[src/hdl/dlc_pkg.sv]
// Package: shared constants and payload types for the depth layer compositor.
`default_nettype none
package dlc_pkg;
  localparam int MaxLayersDef = 16;
  localparam int FarW = 31;
  localparam logic [FarW-1:0] FarDepthReset = 31'h42C80000;
  localparam int IdxW = 4;

  typedef struct packed {
    logic [23:0] color_rgb;
    logic [31:0] vertex_x;
    logic [31:0] vertex_y;
    logic [31:0] vertex_z;
    logic [31:0] normal_x;
    logic [31:0] normal_y;
    logic [31:0] normal_z;
    logic        last_layer;
  } in_item_t;

  typedef struct packed {
    logic [23:0]     out_color;
    logic [31:0]     out_vertex_x;
    logic [31:0]     out_vertex_y;
    logic [31:0]     out_vertex_z;
    logic [31:0]     out_normal_x;
    logic [31:0]     out_normal_y;
    logic [31:0]     out_normal_z;
    logic [IdxW-1:0] chosen_layer;
  } out_item_t;
endpackage
`default_nettype wire

[src/hdl/dlc_if.sv]
// Interfaces: valid/ready channels for layer items, results and configuration.
`default_nettype none
interface dlc_in_if;
  logic               valid;
  logic               ready;
  dlc_pkg::in_item_t  data;
  modport source (output valid, output data, input ready);
  modport sink (input valid, input data, output ready);
endinterface

interface dlc_out_if;
  logic               valid;
  logic               ready;
  dlc_pkg::out_item_t data;
  modport source (output valid, output data, input ready);
  modport sink (input valid, input data, output ready);
endinterface

interface dlc_cfg_if;
  logic                       valid;
  logic                       ready;
  logic [dlc_pkg::FarW-1:0]   data;
  modport source (output valid, output data, input ready);
  modport sink (input valid, input data, output ready);
endinterface
`default_nettype wire

[src/hdl/depth_layer_compositor_core.sv]
// Top level: per-pixel nearest-layer compositor over a stream of layer items.
// Latency: a result is presented the cycle after its last layer transfers.
// Throughput: one layer per cycle while the output register is empty or being
// taken; the compare-and-select logic is combinational. The output register is refilled in the cycle it is taken.
// Reset clears the running best depth and index, layer count and output valid,
// and sets far depth to 100.0.
`default_nettype none
module depth_layer_compositor_core #(
  parameter int MAX_LAYERS = dlc_pkg::MaxLayersDef
) (
  input  wire logic clk,
  input  wire logic rst_n,
  dlc_in_if.sink    in_ch,
  dlc_out_if.source out_ch,
  dlc_cfg_if.sink   cfg_ch
);
  localparam int CntW = (MAX_LAYERS > 2) ? $clog2(MAX_LAYERS) : 1;
  localparam logic [CntW-1:0] CntMax = CntW'(MAX_LAYERS - 1);

  logic [dlc_pkg::FarW-1:0] far_r;
  logic [31:0]              best_depth_r, best_depth_nxt;
  dlc_pkg::in_item_t        best_r, best_nxt;
  logic [CntW-1:0]          best_idx_r, best_idx_nxt;
  logic [CntW-1:0]          cnt_r, cnt_nxt;
  dlc_pkg::out_item_t       out_r, out_nxt;
  logic                     out_vld_r, out_vld_nxt;
  logic                     in_xfer, take, zvalid;
  logic [31:0]              depth, z;

  assign cfg_ch.ready = 1'b1;
  assign in_ch.ready  = !out_vld_r || out_ch.ready;
  assign in_xfer      = in_ch.valid && in_ch.ready;
  assign out_ch.valid = out_vld_r;
  assign out_ch.data  = out_r;

  // Substitute far depth for invalid depths, then compare
  always_comb begin
    z       = in_ch.data.vertex_z;
    zvalid  = !z[31] && (z != 32'd0) && (z[30:23] != 8'hFF);
    depth   = zvalid ? z : {1'b0, far_r};
    take    = (cnt_r == '0) || (depth < best_depth_r);
    best_depth_nxt = take ? depth : best_depth_r;
    best_nxt       = take ? in_ch.data : best_r;
    best_idx_nxt   = take ? cnt_r : best_idx_r;
    cnt_nxt        = (cnt_r < CntMax) ? cnt_r + 1'b1 : cnt_r;
    out_nxt.out_color    = best_nxt.color_rgb;
    out_nxt.out_vertex_x = best_nxt.vertex_x;
    out_nxt.out_vertex_y = best_nxt.vertex_y;
    out_nxt.out_vertex_z = best_nxt.vertex_z;
    out_nxt.out_normal_x = best_nxt.normal_x;
    out_nxt.out_normal_y = best_nxt.normal_y;
    out_nxt.out_normal_z = best_nxt.normal_z;
    out_nxt.chosen_layer = 4'(32'(best_idx_nxt));
    out_vld_nxt = (out_vld_r && !out_ch.ready) || (in_xfer && in_ch.data.last_layer);
  end

  // Hold far depth; update on a config transfer
  always_ff @(posedge clk) begin
    if (!rst_n) begin
      far_r <= dlc_pkg::FarDepthReset;
    end else if (cfg_ch.valid && cfg_ch.ready) begin
      far_r <= cfg_ch.data;
    end
  end

  // Advance running best; clear at end of pixel
  always_ff @(posedge clk) begin
    if (!rst_n) begin
      cnt_r        <= '0;
      best_depth_r <= '0;
      best_idx_r   <= '0;
      out_vld_r    <= 1'b0;
    end else begin
      out_vld_r <= out_vld_nxt;
      if (in_xfer) begin
        if (in_ch.data.last_layer) begin
          cnt_r        <= '0;
          best_depth_r <= '0;
          best_idx_r   <= '0;
        end else begin
          cnt_r        <= cnt_nxt;
          best_depth_r <= best_depth_nxt;
          best_idx_r   <= best_idx_nxt;
        end
      end
    end
  end

  // Payload registers
  always_ff @(posedge clk) begin
    if (in_xfer) begin
      best_r <= best_nxt;
      if (in_ch.data.last_layer) begin
        out_r <= out_nxt;
      end
    end
  end
endmodule
`default_nettype wire
[src/flat_wrapper.sv]
// flat-port wrapper written by rule: the top's interface ports become plain ports
module depth_layer_compositor_core_flat 
#(
  parameter int MAX_LAYERS = dlc_pkg::MaxLayersDef
)
  (clk, rst_n, in_ch_valid, in_ch_data, in_ch_ready, out_ch_valid, out_ch_data, out_ch_ready, cfg_ch_valid, cfg_ch_data, cfg_ch_ready);
  dlc_in_if in_ch_i ();
  dlc_out_if out_ch_i ();
  dlc_cfg_if cfg_ch_i ();
  input  wire logic clk;
  input  wire logic rst_n;
  input wire logic [$bits(in_ch_i.valid)-1:0] in_ch_valid;
  input wire logic [$bits(in_ch_i.data)-1:0] in_ch_data;
  output wire logic [$bits(in_ch_i.ready)-1:0] in_ch_ready;
  output wire logic [$bits(out_ch_i.valid)-1:0] out_ch_valid;
  output wire logic [$bits(out_ch_i.data)-1:0] out_ch_data;
  input wire logic [$bits(out_ch_i.ready)-1:0] out_ch_ready;
  input wire logic [$bits(cfg_ch_i.valid)-1:0] cfg_ch_valid;
  input wire logic [$bits(cfg_ch_i.data)-1:0] cfg_ch_data;
  output wire logic [$bits(cfg_ch_i.ready)-1:0] cfg_ch_ready;
  assign in_ch_i.valid = in_ch_valid;
  assign in_ch_i.data = in_ch_data;
  assign in_ch_ready = in_ch_i.ready;
  assign out_ch_valid = out_ch_i.valid;
  assign out_ch_data = out_ch_i.data;
  assign out_ch_i.ready = out_ch_ready;
  assign cfg_ch_i.valid = cfg_ch_valid;
  assign cfg_ch_i.data = cfg_ch_data;
  assign cfg_ch_ready = cfg_ch_i.ready;
  depth_layer_compositor_core #(.MAX_LAYERS(MAX_LAYERS)) u_core (.clk(clk), .rst_n(rst_n), .in_ch(in_ch_i), .out_ch(out_ch_i), .cfg_ch(cfg_ch_i));
endmodule
[config.mk]
export PLATFORM = sky130hd
export DESIGN_NAME = depth_layer_compositor_core_flat
export DESIGN_NICKNAME = d
export VERILOG_FILES = /design/src/hdl/dlc_pkg.sv /design/src/hdl/dlc_if.sv /design/src/hdl/depth_layer_compositor_core.sv /design/src/flat_wrapper.sv
export SDC_FILE = /design/constraint.sdc
export NUM_CORES = 1
export LEC_CHECK = 0
export ABC_AREA = 0
export BUFFER_PORTS_ARGS = -buffer_cell sky130_fd_sc_hd__buf_2
export CAP_MARGIN = 20
export CORE_MARGIN = 5
export CORE_UTILIZATION = 50
export CTS_BUF_LIST = sky130_fd_sc_hd__clkbuf_4 sky130_fd_sc_hd__clkbuf_8
export CTS_CLUSTER_SIZE = 12
export DETAILED_ROUTE_END_ITERATION = 16
export PLACE_DENSITY = 0.75
export SLEW_MARGIN = 25
export SYNTH_ARGS = -nofsm -noshare
export SYNTH_HDL_FRONTEND = slang
export SYNTH_SLANG_ARGS = --single-unit
export TNS_END_PERCENT = 5
[constraint.sdc]
create_clock -name clk -period 22.5 [get_ports clk]
set_input_delay 2.25 -clock clk [delete_from_list [all_inputs] [get_ports clk]]
set_output_delay 2.25 -clock clk [all_outputs]
set_load 0.02 [all_outputs]
==> results by stage <==
Setup path:
- The reg2reg setup slack is about 19 ns.
- The worst register-to-register path ends at u_core.best_r[169].
- The arrival time reported for the critical path endpoint is 7.25 ns.
- Among the stages of the critical path, the cell type that occurs most often is mux2_2.
- The number of buffer and inverter stages on the critical path is 3.
- STA classifies the critical path startpoint as an input port.
- The signal on the critical path passes through buf_2 > nor4_1 > nand4_1 > o221ai_4 > mux2_2 > ha_1 > a211oi_2 > nand2_1 > o311ai_0 > o2111ai_1 > a22oi_2 > buf_12 > buf_16 > mux2_2.
- In this run the critical register-to-register path is launched from u_core.far_r[22].
- The critical path data required time is about 23 ns.
- The delay of the slowest cell on the worst path is 0.65 ns.
- The critical path in this run is classified as input port to flip-flop.
- The nature of the critical path endpoint is a flip-flop.
- Grouping stages by cell kind, the critical path spends the most delay in compound AO/OA/AOI/OAI gates.
- The peak fanout along the critical path is 130.
- The cell count of the worst reg-to-reg path is 10.
- The worst-path cell with the longest stage delay is o221ai_4.

Clocking:
- For the worst-skew pair, the clock arrives at the later sink with an insertion delay of 0.62 ns.
- The cell sitting at the root of the clock tree is a clkbuf_8.
- The number of gates resized after CTS was 0.
- The hold buffer count at CTS is 0.
- Counting along the longest clock path gives a buffer depth of 3.
- After clock tree synthesis, the clock-pin slew on the worst setup and hold paths is ~0.060 ns.
- The number of buffers created by CTS is 82.
- The CTS tree is done.
- Buffers added to address setup during post-CTS repair amount to 0.
- The deepest level of the CTS H-tree is 3.
- The number of sinks on the clock net is 508.

Drt:
- For this run, design rule violations remaining after detail routing come to 0.
- The detail-routed net length per standard cell is 20.9 um.
- The first TritonRoute pass finished after 5 iterations.
- The average vias per placed instance is 5.23.
- The post-detailed-routing wire length is 47000 um.
- The number of DRC violations after detailed-routing iteration 0 is around 710.
- The detail route stage leaves a number of antenna-violating nets equal to 0.
- The vias after detailed routing is 11771.

Pwr:
- The fraction of power consumed by combinational cells is 9.7%.
- Internal power comes to 0.00160 W.
- Per report_power, the clock group accounts for a little under two fifths of the total.
- The maximum resistive drop on vdd is 0.0000594 V.
- Power spread over the standard cell area amounts to between 80 and 90 nW/um^2.
- The leakage power figure is 9.39 nW.
- Net switching is a little under a quarter of the power.
- For this design the total switching power over the nets is 0.000485 W.
- Sequential cells burn 53.3% of the power.

Hold path:
- The depth of the worst hold-timing path is 2.
- The worst hold path begins at u_core.best_depth_r[31].
- The end point of the most critical hold path is u_core.best_depth_r[31].
- In this run the worst hold path is classified as flip-flop to flip-flop.

Yosys:
- The total standard cell area after synthesis is 19700 um^2.
- During synthesis, Yosys emitted a total of 0 warnings.
- The share of synthesized registers carrying an async set or reset is 0%.
- The number of flops mapped to enable cells by yosys is 436.
- The instance count of the mapped netlist is 1146.
- The count of unique library cells instantiated by Yosys is 40.
- The dominant register cell in the synthesized netlist is edfxtp_1.
- The synthesized design contains 508 register bits.
- The number of nets in the synthesized netlist is roughly 1400.
- The portion of the post-synthesis area used by sequential elements is approximately 74%.
- The synthesized area divided by synthesized cell count is 17.2 um^2.

Timing:
- For this run, the top clock speed supported by timing is 145 MHz.
- Dividing the final minimum period by the clock period gives 30.7%.
- The accumulated negative setup slack is 0 ns.
- The maximum clock skew at final layout is around 0.032 ns.
- The final count of pins violating max slew was 0.
- Subtracting the final worst setup slack from the clock period gives around 7 ns.
- The relative max-transition margin is 32.0%.
- For the pin with the worst max-slew slack, the measured transition is 1.02 ns.
- Setup violations remaining at the end of the flow were counted as 0.
- Setup repair after global routing left no endpoint under its margin.
- The hold violation count in the final report was 0.

Final layout:
- After the flow finishes, the layout carries non-filler instances totaling 2251.
- The final net count is 1950.
- The fraction of final layout cells with drive strength greater than 1 is 50.7%.
- Relative to the synthesized area, the layout overhead comes to 22.9%.
- The library cell used most frequently in the layout, excluding fill and tap cells, is buf_2.
- In the layout the commonest cells are buf_2 (474), edfxtp_1 (436), mux2_2 (249), clkbuf_8 (86), nand2_1 (80).
- The cell area after layout is 24300 um^2.

Floorplanning:
- The site row count is 72.
- The height of the chip is roughly 210 um.
- During I/O placement, the number of pins put on the boundary was 476.
- The die footprint is 43600 um^2.
- The initial utilization of the core area, before any placement, comes to 50.9%.
- The die is roughly 210 um wide.
- The core area is 38800 um^2.

Place:
- At the end of routability-driven placement, the weighted congestion stood at a little over 0.8.
- The detailed placement HPWL is 32300 um.
- Buffers placed on the I/O ports in this run total 474.
- Including well taps, the total number of placed cells is approximately 2100.
- Once placement finished, the instance area stood at 22600 um^2.

Global route:
- The via count of the first global-routing pass is 12171.
- Global routing used 20.5% of the available tracks across all layers.
- After global routing the overflow that remains totals 0.
- The maximum number of pins on one net before global-route repair is 174.
- The global-route wire length before repair is 70500 um.
- The number of antenna violations at the first check in global routing was 10.

Run status:
- The run finished with clean final reports.

Flow run:
- The max-cap check violation count is 0.
==> cells in the mapped netlist (3+ instances only) <==
cell type	instances	area (um^2)
buf_2	10	50.1
dfxtp_1	72	1440
nor3_1	3	15.0
nor4_1	8	50.1
clkbuf_1	18	67.6
nor2_1	9	33.8
nand2b_1	4	25.0
edfxtp_1	436	13100
a21boi_0	3	22.5
inv_1	39	146
mux2_2	249	2800
nor2b_1	27	169
nand3_1	10	50.1
o21ai_0	10	50.1
a21oi_1	15	75.1
nand4_1	10	62.6
buf_4	19	143
mux2i_1	33	330
o22ai_1	33	206
nand2_1	81	304
ha_1	33	413
==> power groups by stage <==
| stage | Combinational (W) | Sequential, W | Clock, W |
|---|---|---|---|
| 4_1_cts | 0.000204 | 0.00111 | 0.000794 |
| 5_1_grt | 0.000219 | 0.00112 | 0.000842 |
| 2_1_floorplan | 0.000103 | 0.00116 | 0 |
| 6_report | 0.000203 | 0.00111 | 0.000771 |
| 3_5_place_dp | 0.000203 | 0.00113 | 0 |
| 3_3_place_gp | 0.000197 | 0.00113 | 0 |
==> routing by layer <==
metal  routed length (um)  vias to the layer above  global-route usage, %
li1                     -                     5422                      -
met1                18800                     5788                   25.5
met2                22900                      468                   33.8
met3                 4300                       81                   7.81
met4                  971                       12                   6.19
met5                   68                        -                      0
==> area by class of cell <==
cell class	count	area, um^2
fillers	2889	14600
flip-flops and latches	508	14500
multi-input cells	549	4800
repair buffers	484	2500
clock buffers	119	1430
well taps	518	648
clock inverters	29	171
inverters	39	161
diodes	5	12.5
==> per-stage QoR <==
step | utilization [%] | hold slack [ns] | total power, W | setup WS (ns)
after global routing | 62.5 | 0.456 | 0.00218 | 15.42
after floorplan | - | 0.410 | 0.00126 | 10.38
after CTS | 62.4 | 0.428 | 0.00211 | 15.14
after detailed placement | 58.2 | 0.419 | 0.00133 | 14.48
final | 62.5 | 0.426 | 0.00209 | 15.58
after global placement | 58.2 | 0.417 | 0.00133 | 14.21
==> how the worst max path moves through the flow <==
stage / from / end / slack (ns) / cells past startpoint
after detailed placement: in_ch_data[119] / u_core.best_depth_r[23] / 14.48 / 15
after floorplan: out_ch_ready / u_core.out_ch.data[0] / 10.38 / 5
after global placement: in_ch_data[119] / u_core.best_depth_r[3] / 14.21 / 14
after CTS: in_ch_data[119] / u_core.best_depth_r[5] / 15.14 / 15
after global routing: in_ch_data[119] / u_core.best_r[169] / 15.42 / 15
final: in_ch_data[119] / u_core.best_r[169] / 15.58 / 14
==> registers in the layout, summed over array words and instances, names as in the netlist <==
register / flops
u_core.best_r: 216
u_core.cnt_r: 4
u_core.out_ch.data: 220
u_core.best_idx_r: 4
u_core.best_depth_r: 32
u_core.far_r: 31
u_core.out_ch.valid: 1
==> kinds of logic (layout without fill, tap and decap cells) <==
logic type	count (synthesis)	count (layout)	synth area share, %
buf+inv	89	671	2.15
other cells	2	7	0.0380
mux	282	282	15.9
fa+ha+maj	33	33	2.09
flops	508	508	73.6
simple gates	156	156	3.76
compound gates	76	76	2.48
==> worst register-to-register path, delay by kind of cell (launching register included) <==
family          cells  cell delay (ns)
mux                 2             0.96
simple gates        1             0.08
buf+inv             2             0.77
compound gates      4             1.17
flops               1             0.33
fa+ha+maj           1             0.33
(Power assumes the default switching activity.)
